[src/gcw_pkg.sv]
// Shared widths, request and status codes, and controller/datapath signal groups.
package gcw_pkg;

    localparam int unsigned TYPE_W  = 2;
    localparam int unsigned GROUP_W = 8;
    localparam int unsigned SPG_W   = 4;
    localparam int unsigned GIU_W   = 9;
    localparam int unsigned COUNT_W = 12;
    localparam int unsigned STAT_W  = 2;
    localparam int unsigned TOTAL_W = 16;
    localparam int unsigned TABLE_DEPTH = 256;

    localparam logic [TYPE_W-1:0] REQ_WRITE  = 2'd0;
    localparam logic [TYPE_W-1:0] REQ_FILE   = 2'd1;
    localparam logic [TYPE_W-1:0] REQ_FREE   = 2'd2;
    localparam logic [TYPE_W-1:0] REQ_UNUSED = 2'd3;

    localparam logic [STAT_W-1:0] ST_OK       = 2'd0;
    localparam logic [STAT_W-1:0] ST_TOO_MANY = 2'd1;
    localparam logic [STAT_W-1:0] ST_LAST_NZ  = 2'd2;

    typedef struct packed {
        logic load;
        logic wr_en;
        logic rd_en;
        logic step;
        logic take_link;
        logic add_last;
        logic set_over;
        logic set_end;
        logic emit;
    } t_cmd;

    typedef struct packed {
        logic pos_eq_last;
        logic pos_zero;
        logic at_bound;
        logic out_free;
    } t_sts;

endpackage

[src/gcw_req_if.sv]
// Request channel: valid/ready handshake with the request fields.
interface gcw_req_if;
    logic                              valid;
    logic                              ready;
    logic [gcw_pkg::TYPE_W-1:0]        req_type;
    logic [gcw_pkg::GROUP_W-1:0]       entry_index;
    logic [gcw_pkg::GROUP_W-1:0]       entry_value;
    logic [gcw_pkg::GROUP_W-1:0]       first_group;
    logic [gcw_pkg::GROUP_W-1:0]       last_group;
    logic [gcw_pkg::GROUP_W-1:0]       last_sector_index;

    modport source (
        output valid, req_type, entry_index, entry_value, first_group, last_group,
               last_sector_index,
        input  ready
    );
    modport sink (
        input  valid, req_type, entry_index, entry_value, first_group, last_group,
               last_sector_index,
        output ready
    );
endinterface

[src/gcw_rsp_if.sv]
// Result channel: valid/ready handshake with the result fields.
interface gcw_rsp_if;
    logic                              valid;
    logic                              ready;
    logic [gcw_pkg::COUNT_W-1:0]       sector_count;
    logic [gcw_pkg::STAT_W-1:0]        chain_status;
    logic [gcw_pkg::TOTAL_W-1:0]       used_sectors_total;

    modport source (
        output valid, sector_count, chain_status, used_sectors_total,
        input  ready
    );
    modport sink (
        input  valid, sector_count, chain_status, used_sectors_total,
        output ready
    );
endinterface

[src/gcw_ram.sv]
// Generic single-port-write, single-port-read RAM with registered read data.
module gcw_ram #(
    parameter int unsigned WIDTH = 8,
    parameter int unsigned DEPTH = 256
) (
    input  logic                     i_clk,
    input  logic                     i_wr_en,
    input  logic [$clog2(DEPTH)-1:0] i_wr_addr,
    input  logic [WIDTH-1:0]         i_wr_data,
    input  logic                     i_rd_en,
    input  logic [$clog2(DEPTH)-1:0] i_rd_addr,
    output logic [WIDTH-1:0]         o_rd_data
);

    logic [WIDTH-1:0] r_mem [DEPTH];
    logic [WIDTH-1:0] r_rd_data;

    always_ff @(posedge i_clk) begin
        if (i_wr_en) begin
            r_mem[i_wr_addr] <= i_wr_data;
        end
        if (i_rd_en) begin
            r_rd_data <= r_mem[i_rd_addr];
        end
    end

    assign o_rd_data = r_rd_data;

endmodule

[src/gcw_ctrl.sv]
// Request sequencer: accepts a request, steps the chain walk, hands off the result.
module gcw_ctrl (
    input  logic                       i_clk,
    input  logic                       i_rst_n,
    input  logic                       i_req_valid,
    input  logic [gcw_pkg::TYPE_W-1:0] i_req_type,
    input  gcw_pkg::t_sts              i_sts,
    output logic                       o_req_ready,
    output gcw_pkg::t_cmd              o_cmd
);

    localparam logic [2:0] S_IDLE   = 3'd0;
    localparam logic [2:0] S_FCHK   = 3'd1;
    localparam logic [2:0] S_ZSTART = 3'd2;
    localparam logic [2:0] S_WAIT   = 3'd3;
    localparam logic [2:0] S_ZCHK   = 3'd4;
    localparam logic [2:0] S_FIN    = 3'd5;
    localparam logic [2:0] S_DONE   = 3'd6;

    logic [2:0] r_state;
    logic [2:0] n_state;
    logic       r_free;
    logic       n_free;

    assign o_req_ready = (r_state == S_IDLE);

    always_comb begin
        o_cmd   = '0;
        n_state = r_state;
        n_free  = r_free;
        unique case (r_state)
            S_IDLE: begin
                if (i_req_valid) begin
                    o_cmd.load = 1'b1;
                    unique case (i_req_type)
                        gcw_pkg::REQ_WRITE: begin
                            o_cmd.wr_en = 1'b1;
                            n_state     = S_DONE;
                        end
                        gcw_pkg::REQ_FILE: begin
                            n_free  = 1'b0;
                            n_state = S_FCHK;
                        end
                        gcw_pkg::REQ_FREE: begin
                            n_free  = 1'b1;
                            n_state = S_ZSTART;
                        end
                        gcw_pkg::REQ_UNUSED: begin
                            n_state = S_DONE;
                        end
                        default: begin
                            n_state = S_DONE;
                        end
                    endcase
                end
            end
            S_FCHK: begin
                priority if (i_sts.pos_eq_last) begin
                    o_cmd.rd_en = 1'b1;
                    n_state     = S_FIN;
                end else if (i_sts.at_bound) begin
                    o_cmd.set_over = 1'b1;
                    o_cmd.add_last = 1'b1;
                    n_state        = S_DONE;
                end else begin
                    o_cmd.rd_en = 1'b1;
                    o_cmd.step  = 1'b1;
                    n_state     = S_WAIT;
                end
            end
            S_ZSTART: begin
                o_cmd.rd_en = 1'b1;
                n_state     = S_WAIT;
            end
            S_WAIT: begin
                o_cmd.take_link = 1'b1;
                n_state         = r_free ? S_ZCHK : S_FCHK;
            end
            S_ZCHK: begin
                priority if (i_sts.pos_zero) begin
                    n_state = S_DONE;
                end else if (i_sts.at_bound) begin
                    o_cmd.set_over = 1'b1;
                    n_state        = S_DONE;
                end else begin
                    o_cmd.rd_en = 1'b1;
                    o_cmd.step  = 1'b1;
                    n_state     = S_WAIT;
                end
            end
            S_FIN: begin
                o_cmd.set_end  = 1'b1;
                o_cmd.add_last = 1'b1;
                n_state        = S_DONE;
            end
            S_DONE: begin
                if (i_sts.out_free) begin
                    o_cmd.emit = 1'b1;
                    n_state    = S_IDLE;
                end
            end
            default: begin
                n_state = S_IDLE;
            end
        endcase
    end

    always_ff @(posedge i_clk) begin
        if (!i_rst_n) begin
            r_state <= S_IDLE;
            r_free  <= 1'b0;
        end else begin
            r_state <= n_state;
            r_free  <= n_free;
        end
    end

`ifndef SYNTHESIS
    a_fin_after_read: assert property (@(posedge i_clk) disable iff (!i_rst_n)
        (r_state == S_FIN) |-> ($past(r_state) == S_FCHK))
        else $error("final check entered without a table read");

    a_done_to_idle: assert property (@(posedge i_clk) disable iff (!i_rst_n)
        (r_state == S_DONE && i_sts.out_free) |=> (r_state == S_IDLE))
        else $error("result not handed off with free output slot");
`endif

endmodule

[src/gcw_dp.sv]
// Walk datapath: link table, position and count registers, result register, used total.
module gcw_dp #(
    parameter int unsigned MAX_GROUPS = 256
) (
    input  logic                        i_clk,
    input  logic                        i_rst_n,
    input  gcw_pkg::t_cmd               i_cmd,
    output gcw_pkg::t_sts               o_sts,
    input  logic [gcw_pkg::TYPE_W-1:0]  i_req_type,
    input  logic [gcw_pkg::GROUP_W-1:0] i_entry_index,
    input  logic [gcw_pkg::GROUP_W-1:0] i_entry_value,
    input  logic [gcw_pkg::GROUP_W-1:0] i_first_group,
    input  logic [gcw_pkg::GROUP_W-1:0] i_last_group,
    input  logic [gcw_pkg::GROUP_W-1:0] i_last_sector_index,
    input  logic [gcw_pkg::SPG_W-1:0]   i_sectors_per_group,
    input  logic [gcw_pkg::GIU_W-1:0]   i_groups_in_use,
    input  logic                        i_out_ready,
    output logic                        o_out_valid,
    output logic [gcw_pkg::COUNT_W-1:0] o_sector_count,
    output logic [gcw_pkg::STAT_W-1:0]  o_chain_status,
    output logic [gcw_pkg::TOTAL_W-1:0] o_used_sectors_total
);

    localparam int unsigned LINK_W = $clog2(MAX_GROUPS + 1);
    localparam logic [gcw_pkg::GIU_W-1:0] MAX_BOUND = gcw_pkg::GIU_W'(MAX_GROUPS);

    logic [gcw_pkg::GROUP_W-1:0] r_pos;
    logic [gcw_pkg::GROUP_W-1:0] r_last;
    logic [gcw_pkg::GROUP_W-1:0] r_lsi;
    logic                        r_is_file;
    logic [LINK_W-1:0]           r_links;
    logic [gcw_pkg::COUNT_W-1:0] r_count;
    logic [gcw_pkg::STAT_W-1:0]  r_status;
    logic [gcw_pkg::TOTAL_W-1:0] r_used;
    logic                        r_out_valid;
    logic [gcw_pkg::COUNT_W-1:0] r_out_count;
    logic [gcw_pkg::STAT_W-1:0]  r_out_status;
    logic [gcw_pkg::TOTAL_W-1:0] r_out_total;

    logic [gcw_pkg::GROUP_W-1:0] rd_data;
    logic [gcw_pkg::GIU_W-1:0]   bound;
    logic [gcw_pkg::GIU_W-1:0]   links_ext;
    logic [gcw_pkg::COUNT_W:0]   count_step;
    logic [gcw_pkg::TOTAL_W-1:0] used_next;

    gcw_ram #(
        .WIDTH (gcw_pkg::GROUP_W),
        .DEPTH (gcw_pkg::TABLE_DEPTH)
    ) u_table (
        .i_clk     (i_clk),
        .i_wr_en   (i_cmd.wr_en),
        .i_wr_addr (i_entry_index),
        .i_wr_data (i_entry_value),
        .i_rd_en   (i_cmd.rd_en),
        .i_rd_addr (r_pos),
        .o_rd_data (rd_data)
    );

    assign bound      = (i_groups_in_use > MAX_BOUND) ? MAX_BOUND : i_groups_in_use;
    assign links_ext  = gcw_pkg::GIU_W'(r_links);
    assign count_step = {1'b0, r_count} + (gcw_pkg::COUNT_W + 1)'(i_sectors_per_group);
    assign used_next  = r_is_file ? r_used + gcw_pkg::TOTAL_W'(r_count) : r_used;

    assign o_sts.pos_eq_last = (r_pos == r_last);
    assign o_sts.pos_zero    = (r_pos == '0);
    assign o_sts.at_bound    = (links_ext >= bound);
    assign o_sts.out_free    = !r_out_valid || i_out_ready;

    always_ff @(posedge i_clk) begin
        if (i_cmd.load) begin
            r_pos     <= (i_req_type == gcw_pkg::REQ_FREE) ? '0 : i_first_group;
            r_last    <= i_last_group;
            r_lsi     <= i_last_sector_index;
            r_is_file <= (i_req_type == gcw_pkg::REQ_FILE);
            r_links   <= '0;
            r_count   <= '0;
            r_status  <= gcw_pkg::ST_OK;
        end else begin
            if (i_cmd.take_link) begin
                r_pos <= rd_data;
            end
            if (i_cmd.step) begin
                r_links <= r_links + 1'b1;
                r_count <= count_step[gcw_pkg::COUNT_W-1:0];
            end else if (i_cmd.add_last) begin
                r_count <= r_count + gcw_pkg::COUNT_W'(r_lsi);
            end
            if (i_cmd.set_over) begin
                r_status <= gcw_pkg::ST_TOO_MANY;
            end else if (i_cmd.set_end) begin
                r_status <= (rd_data != '0) ? gcw_pkg::ST_LAST_NZ : gcw_pkg::ST_OK;
            end
        end
        if (i_cmd.emit) begin
            r_out_count  <= r_count;
            r_out_status <= r_status;
            r_out_total  <= used_next;
        end
    end

    always_ff @(posedge i_clk) begin
        if (!i_rst_n) begin
            r_used      <= '0;
            r_out_valid <= 1'b0;
        end else begin
            if (i_cmd.emit) begin
                r_used      <= used_next;
                r_out_valid <= 1'b1;
            end else if (i_out_ready) begin
                r_out_valid <= 1'b0;
            end
        end
    end

    assign o_out_valid          = r_out_valid;
    assign o_sector_count       = r_out_count;
    assign o_chain_status       = r_out_status;
    assign o_used_sectors_total = r_out_total;

`ifndef SYNTHESIS
    a_emit_sets_valid: assert property (@(posedge i_clk) disable iff (!i_rst_n)
        i_cmd.emit |=> r_out_valid)
        else $error("result register not loaded on hand-off");

    a_link_after_read: assert property (@(posedge i_clk) disable iff (!i_rst_n)
        i_cmd.take_link |-> $past(i_cmd.rd_en))
        else $error("link taken without a table read the cycle before");

    a_emit_only_free: assert property (@(posedge i_clk) disable iff (!i_rst_n)
        i_cmd.emit |-> (!r_out_valid || i_out_ready))
        else $error("result overwritten before it was taken");
`endif

endmodule

[src/group_chain_walker_unit.sv]
// Top level: allocation-table chain walker with APB configuration registers.
// One request is worked at a time; the next request is taken once the
// previous result sits in the output register. A table write or an unused
// request type goes straight to the hand-off. A file query follows links
// until last_group or the link cap; a free-space query starts at group 0
// and follows links until a zero link or the cap. Each link costs one
// table read through the registered RAM port and one check of the
// returned link. Walks are capped at the smaller of groups_in_use and
// MAX_GROUPS links. Registers: 0x0 sectors_per_group (reset 2),
// 0x4 groups_in_use (reset 200).
module group_chain_walker_unit #(
    parameter int unsigned MAX_GROUPS = 256
) (
    input  logic        i_clk,
    input  logic        i_rst_n,
    gcw_req_if.sink     i_req,
    gcw_rsp_if.source   o_rsp,
    input  logic        psel,
    input  logic        penable,
    input  logic        pwrite,
    input  logic [2:0]  paddr,
    input  logic [31:0] pwdata,
    output logic [31:0] prdata,
    output logic        pready
);

    localparam logic CFG_SPG = 1'b0;
    localparam logic CFG_GIU = 1'b1;

    logic [gcw_pkg::SPG_W-1:0] r_sectors_per_group;
    logic [gcw_pkg::GIU_W-1:0] r_groups_in_use;
    logic                      cfg_wr;
    gcw_pkg::t_cmd             cmd;
    gcw_pkg::t_sts             sts;

    assign pready = 1'b1;
    assign cfg_wr = psel && penable && pwrite;

    always_ff @(posedge i_clk) begin
        if (!i_rst_n) begin
            r_sectors_per_group <= gcw_pkg::SPG_W'(2);
            r_groups_in_use     <= gcw_pkg::GIU_W'(200);
        end else if (cfg_wr) begin
            unique case (paddr[2])
                CFG_SPG: r_sectors_per_group <= pwdata[gcw_pkg::SPG_W-1:0];
                CFG_GIU: r_groups_in_use     <= pwdata[gcw_pkg::GIU_W-1:0];
                default: r_groups_in_use     <= r_groups_in_use;
            endcase
        end
    end

    always_comb begin
        unique case (paddr[2])
            CFG_SPG: prdata = 32'(r_sectors_per_group);
            CFG_GIU: prdata = 32'(r_groups_in_use);
            default: prdata = '0;
        endcase
    end

    gcw_ctrl u_ctrl (
        .i_clk       (i_clk),
        .i_rst_n     (i_rst_n),
        .i_req_valid (i_req.valid),
        .i_req_type  (i_req.req_type),
        .i_sts       (sts),
        .o_req_ready (i_req.ready),
        .o_cmd       (cmd)
    );

    gcw_dp #(
        .MAX_GROUPS (MAX_GROUPS)
    ) u_dp (
        .i_clk                (i_clk),
        .i_rst_n              (i_rst_n),
        .i_cmd                (cmd),
        .o_sts                (sts),
        .i_req_type           (i_req.req_type),
        .i_entry_index        (i_req.entry_index),
        .i_entry_value        (i_req.entry_value),
        .i_first_group        (i_req.first_group),
        .i_last_group         (i_req.last_group),
        .i_last_sector_index  (i_req.last_sector_index),
        .i_sectors_per_group  (r_sectors_per_group),
        .i_groups_in_use      (r_groups_in_use),
        .i_out_ready          (o_rsp.ready),
        .o_out_valid          (o_rsp.valid),
        .o_sector_count       (o_rsp.sector_count),
        .o_chain_status       (o_rsp.chain_status),
        .o_used_sectors_total (o_rsp.used_sectors_total)
    );

endmodule
[src/flat_wrapper.sv]
// flat-port wrapper written by rule: the top's interface ports become plain ports
module group_chain_walker_unit_flat 
#(
    parameter int unsigned MAX_GROUPS = 256
)
  (i_clk, i_rst_n, psel, penable, pwrite, paddr, pwdata, prdata, pready, i_req_valid, i_req_req_type, i_req_entry_index, i_req_entry_value, i_req_first_group, i_req_last_group, i_req_last_sector_index, i_req_ready, o_rsp_valid, o_rsp_sector_count, o_rsp_chain_status, o_rsp_used_sectors_total, o_rsp_ready);
  gcw_req_if i_req_i ();
  gcw_rsp_if o_rsp_i ();
  input  logic i_clk;
  input  logic i_rst_n;
  input  logic psel;
  input  logic penable;
  input  logic pwrite;
  input  logic [2:0] paddr;
  input  logic [31:0] pwdata;
  output logic [31:0] prdata;
  output logic pready;
  input wire logic [$bits(i_req_i.valid)-1:0] i_req_valid;
  input wire logic [$bits(i_req_i.req_type)-1:0] i_req_req_type;
  input wire logic [$bits(i_req_i.entry_index)-1:0] i_req_entry_index;
  input wire logic [$bits(i_req_i.entry_value)-1:0] i_req_entry_value;
  input wire logic [$bits(i_req_i.first_group)-1:0] i_req_first_group;
  input wire logic [$bits(i_req_i.last_group)-1:0] i_req_last_group;
  input wire logic [$bits(i_req_i.last_sector_index)-1:0] i_req_last_sector_index;
  output wire logic [$bits(i_req_i.ready)-1:0] i_req_ready;
  output wire logic [$bits(o_rsp_i.valid)-1:0] o_rsp_valid;
  output wire logic [$bits(o_rsp_i.sector_count)-1:0] o_rsp_sector_count;
  output wire logic [$bits(o_rsp_i.chain_status)-1:0] o_rsp_chain_status;
  output wire logic [$bits(o_rsp_i.used_sectors_total)-1:0] o_rsp_used_sectors_total;
  input wire logic [$bits(o_rsp_i.ready)-1:0] o_rsp_ready;
  assign i_req_i.valid = i_req_valid;
  assign i_req_i.req_type = i_req_req_type;
  assign i_req_i.entry_index = i_req_entry_index;
  assign i_req_i.entry_value = i_req_entry_value;
  assign i_req_i.first_group = i_req_first_group;
  assign i_req_i.last_group = i_req_last_group;
  assign i_req_i.last_sector_index = i_req_last_sector_index;
  assign i_req_ready = i_req_i.ready;
  assign o_rsp_valid = o_rsp_i.valid;
  assign o_rsp_sector_count = o_rsp_i.sector_count;
  assign o_rsp_chain_status = o_rsp_i.chain_status;
  assign o_rsp_used_sectors_total = o_rsp_i.used_sectors_total;
  assign o_rsp_i.ready = o_rsp_ready;
  group_chain_walker_unit #(.MAX_GROUPS(MAX_GROUPS)) u_core (.i_clk(i_clk), .i_rst_n(i_rst_n), .i_req(i_req_i), .o_rsp(o_rsp_i), .psel(psel), .penable(penable), .pwrite(pwrite), .paddr(paddr), .pwdata(pwdata), .prdata(prdata), .pready(pready));
endmodule
[config.mk]
export PLATFORM = sky130hd
export DESIGN_NAME = group_chain_walker_unit_flat
export DESIGN_NICKNAME = d
export VERILOG_FILES = /design/src/gcw_pkg.sv /design/src/gcw_req_if.sv /design/src/gcw_rsp_if.sv /design/src/gcw_ram.sv /design/src/gcw_ctrl.sv /design/src/gcw_dp.sv /design/src/group_chain_walker_unit.sv /design/src/flat_wrapper.sv
export SDC_FILE = /design/constraint.sdc
export NUM_CORES = 2
export LEC_CHECK = 0
export BUFFER_PORTS_ARGS = -buffer_cell sky130_fd_sc_hd__buf_2
export CAP_MARGIN = 30
export CORE_MARGIN = 5
export CORE_UTILIZATION = 30
export CTS_CLUSTER_DIAMETER = 40
export DETAILED_ROUTE_END_ITERATION = 8
export GPL_TIMING_DRIVEN = 0
export PLACE_DENSITY = 0.51
export SKIP_LAST_GASP = 1
export SLEW_MARGIN = 20
export SYNTH_ARGS = -nofsm -noshare
export SYNTH_HDL_FRONTEND = slang
export SYNTH_SLANG_ARGS = --single-unit
[constraint.sdc]
create_clock -name i_clk -period 7.61 [get_ports i_clk]
set_input_delay 1.522 -clock i_clk [delete_from_list [all_inputs] [get_ports i_clk]]
set_output_delay 1.522 -clock i_clk [all_outputs]
set_load 0.03 [all_outputs]
==> flow_summary.yaml <==
outcome:
  status: "complete, no violations"
cells_and_area:
  stdcell_area_um2: 103000
  drive_above_1_share_pct: 28.4
  fin_cells: 8813
  syn_to_final_growth_pct: 21.4
  final_nets: 4920
global_route:
  grt_pass1_vias: 46888
  grt_start_max_net_pins: 122
  grt_pass1_wl_um: 419000
  grt.total_usage_pct: 21.0
  grt_overflow: 0
  antenna_found_initial: 37
place:
  routabilityCongestion: 0.928
  dpl-instance-area_um2: 92200
  dp.cells: 8201
  hpwl_um: 217000
  port_buffers: 99
routing:
  drc: 0
  drtAntennaViolNets: 0
  via_per_inst: 5.54
  routedWlPerCell_um: 36.1
  dr.pass1.iters: 6
  num_vias: 48846
  routed_wl_um: 318000
  drt-initial-drc-count: 7902
cts:
  clk_latency_ns: 0.89
  htreeDepth: 5
  cts_buffers: 322
  cts_root_buf: "clkbuf_16"
  cts_tree: "done"
  max-clock-path-buffers: 4
  cts.repair.resized: 0
  clk_pin_slew_worst_paths_ns: 0.05
  clock_sinks: 2168
  post_cts_buffers: 0
  hold_buffers: 0
die:
  initial_core_util_pct: 30.1
  core_area_um2: 282000
  rows: 195
  die_height_um: 543
  dieArea_um2: 294000
  die_x_um: 543
  ios: 149
power:
  swShare_pct: 35.7
  p_leak_nw: 33.0
  peakVddDrop_mv: 0.236
  seqPwrFrac_pct: 32.4
  intPower_w: 0.0266
  switching_power_w: 0.0147
  combPwrFrac_pct: 31.2
  p_clk_share_pct: 36.4
  power_density_nw_per_um2: 400
yosys:
  ys_ff_latch: 2168
  synthArstFlopShare_pct: 0
  syn_area_um2: 85100
  synth_cells: 4249
  yosysSeqAreaShare_pct: 75.8
  ys.flop_type: "edfxtp_1"
  postSynthAreaPerCell_um2: 20.0
  synth_edf_count: 2111
  synthDistinctLibCells: 68
  ys_warn_count: 0
setup_path:
  cp.arrival_ns: 6.51
  startpoint: "u_core.u_dp.r_pos[2]$_DFFE_PP_"
  cp-start-kind: "flip-flop"
  path_max_fanout: 10
  r2r_start: "u_core.u_dp.r_pos[2]$_DFFE_PP_"
  crit_type: "reg2reg"
  worstSetupEndpointType: "flip-flop"
  required_ns: 8.12
sta:
  fin_crit_ns: 6.00
  slew-limit-headroom_pct: 22.7
  tns_ns: 0
  clock.fmax_mhz: 167
  fin_worst_skew_ns: 0.0719
  drv_slew: 0
  finalCritPeriodShare_pct: 78.8
  worstMarginPinSlew_ns: 1.16
  hold_viol: 0
  rsz0062_at_grt: "no"
  whs_ns: 0.475
  setup_violations: 0
hold_path:
  hold_start: "u_core.u_dp.r_used[9]$_SDFFE_PN0P_"
  hold_class: "reg2reg"
flow_run:
  max-cap-violations: 0
[flip-flops by register name, summed over array words and instances, names as in the netlist]
| signal | flops |
|---|---|
| u_core.u_dp.r_status | 2 |
| u_core.u_dp.r_count | 12 |
| u_core.u_dp.links_ext | 9 |
| u_core.u_dp.r_last | 8 |
| u_core.u_dp.u_table.o_rd_data | 8 |
| u_core.u_ctrl.r_state | 3 |
| u_core.u_dp.r_lsi | 8 |
| u_core.u_dp.o_sector_count | 12 |
| u_core.u_dp.r_pos | 8 |
| u_core.u_dp.o_used_sectors_total | 16 |
| u_core.u_dp.o_chain_status | 2 |
| u_core.u_dp.u_table.r_mem | 2048 |
| u_core.u_ctrl.r_free | 1 |
| u_core.u_dp.o_out_valid | 1 |
| u_core.u_dp.r_used | 16 |
| u_core.u_dp.r_is_file | 1 |
| u_core.r_sectors_per_group | 4 |
| u_core.r_groups_in_use | 9 |
[cells by family (layout without fill, tap and decap cells)]
logic type | count (synthesis) | after routing | synth area share, %
adder cells (fa/ha/maj) | 35 | 35 | 0.532
buffers and inverters | 275 | 1063 | 1.64
AO/OA/AOI/OAI | 431 | 431 | 3.64
AND/OR/NAND/NOR | 676 | 676 | 3.52
other | 2 | 35 | 0.00883
multiplexers | 629 | 629 | 14.5
flip-flops | 2168 | 2168 | 75.8
XOR/XNOR | 33 | 33 | 0.340
[area by class of cell]
cell class,instances,area [µm²]
antenna,11,27.5
buffer,257,1420
clock buffer,357,8490
clock inverter,225,2400
fill,25906,179000
inverter,18,67.6
multi-input combinational,1828,19300
sequential,2168,64500
tap,3743,4680
timing repair buffer,206,2380
[layout by cell type (no fill, tap or decap), types with 19 or more instances in the layout]
cell and count:
buf_8 19, buf_4 88, mux2i_1 131, xnor2_1 21, clkbuf_16 336, buf_2 157, mux2_2 19, o21ai_0 38
clkbuf_2 59, nor2_1 319, buf_16 33, nand2_1 148, nand4_1 20, buf_6 23, inv_6 42, nor3_1 23
mux4_2 479, a22o_1 22, clkbuf_1 80, a22oi_1 108, nand2b_1 19, bufinv_16 33, a21oi_1 53, a221oi_1 19
a211oi_1 40, nor2b_1 33, nand3_1 46, clkinv_4 37, o22ai_1 49, conb_1 24, clkinvlp_4 38, dfxtp_1 57
edfxtp_1 2111, clkinv_1 35, clkinv_2 32, ha_1 33
[critical path, stage by stage, from the launching register on]
cell and delay, ns:
edfxtp_1 0.71, buf_2 0.38, nor2_1 0.82, clkbuf_1 0.80
clkbuf_2 0.46, buf_16 0.22, a22oi_1 0.17, nand2_1 0.30
nand4_1 0.67, a221oi_1 1.06
[cell usage after synthesis (19+ instances only)]
master / count / area [µm²]
buf_2: 43 / 215
o22ai_1: 49 / 307
nand3_1: 46 / 230
clkbuf_1: 117 / 439
edfxtp_1: 2111 / 63400
a21oi_1: 53 / 265
mux2_2: 19 / 214
nor3_1: 24 / 120
o21ai_0: 38 / 190
nor2_1: 321 / 1200
xnor2_1: 21 / 184
a22o_1: 22 / 193
buf_1: 24 / 90.1
a211oi_1: 40 / 300
ha_1: 33 / 413
nand2b_1: 19 / 119
mux4_2: 479 / 10800
mux2i_1: 131 / 1310
nor2b_1: 33 / 206
dfxtp_1: 57 / 1140
nand2_1: 148 / 556
a221oi_1: 19 / 166
a22oi_1: 108 / 811
buf_4: 63 / 473
nand4_1: 20 / 125
[power groups by stage]
stage / registers (W) / logic, W / clock network, W
detailed placement: 0.0136 / 0.0125 / 0
finish: 0.0134 / 0.0129 / 0.0150
floorplan: 0.0136 / 0.00565 / 0
global placement: 0.0137 / 0.0119 / 0
CTS: 0.0134 / 0.0125 / 0.0151
global route: 0.0134 / 0.0129 / 0.0157
[through the flow]
stage	utilization (%)	worst slack, ns	power (W)
final	36.6	1.61	0.0413
after CTS	36.5	2.08	0.0410
after floorplan	-	3.44	0.0192
after global routing	36.6	1.79	0.0419
after detailed placement	32.7	2.10	0.0261
after global placement	32.0	0.661	0.0256
[worst paths after layout]
check / end / depth (start not counted) / slack (ns)
worst max-delay path: u_core.u_dp.u_table.o_rd_data[5]$_DFFE_PP_ / 9 / 1.61
worst min-delay path: u_core.u_dp.r_used[9]$_SDFFE_PN0P_ / 2 / 0.47
worst max register to register: u_core.u_dp.u_table.o_rd_data[5]$_DFFE_PP_ / 9 / 1.61
worst min register to register: u_core.u_dp.r_used[9]$_SDFFE_PN0P_ / 2 / 0.47
[routing by layer]
layer | global-route usage (%) | up-vias | share of wire [%]
li1 | - | 18785 | -
met1 | 28.4 | 26130 | 39
met2 | 31.7 | 3268 | 44
met3 | 6.18 | 651 | 12
met4 | 8.98 | 12 | 4.9
met5 | 0 | - | 0.12
Note: power is estimated with default switching activity, not from simulation.
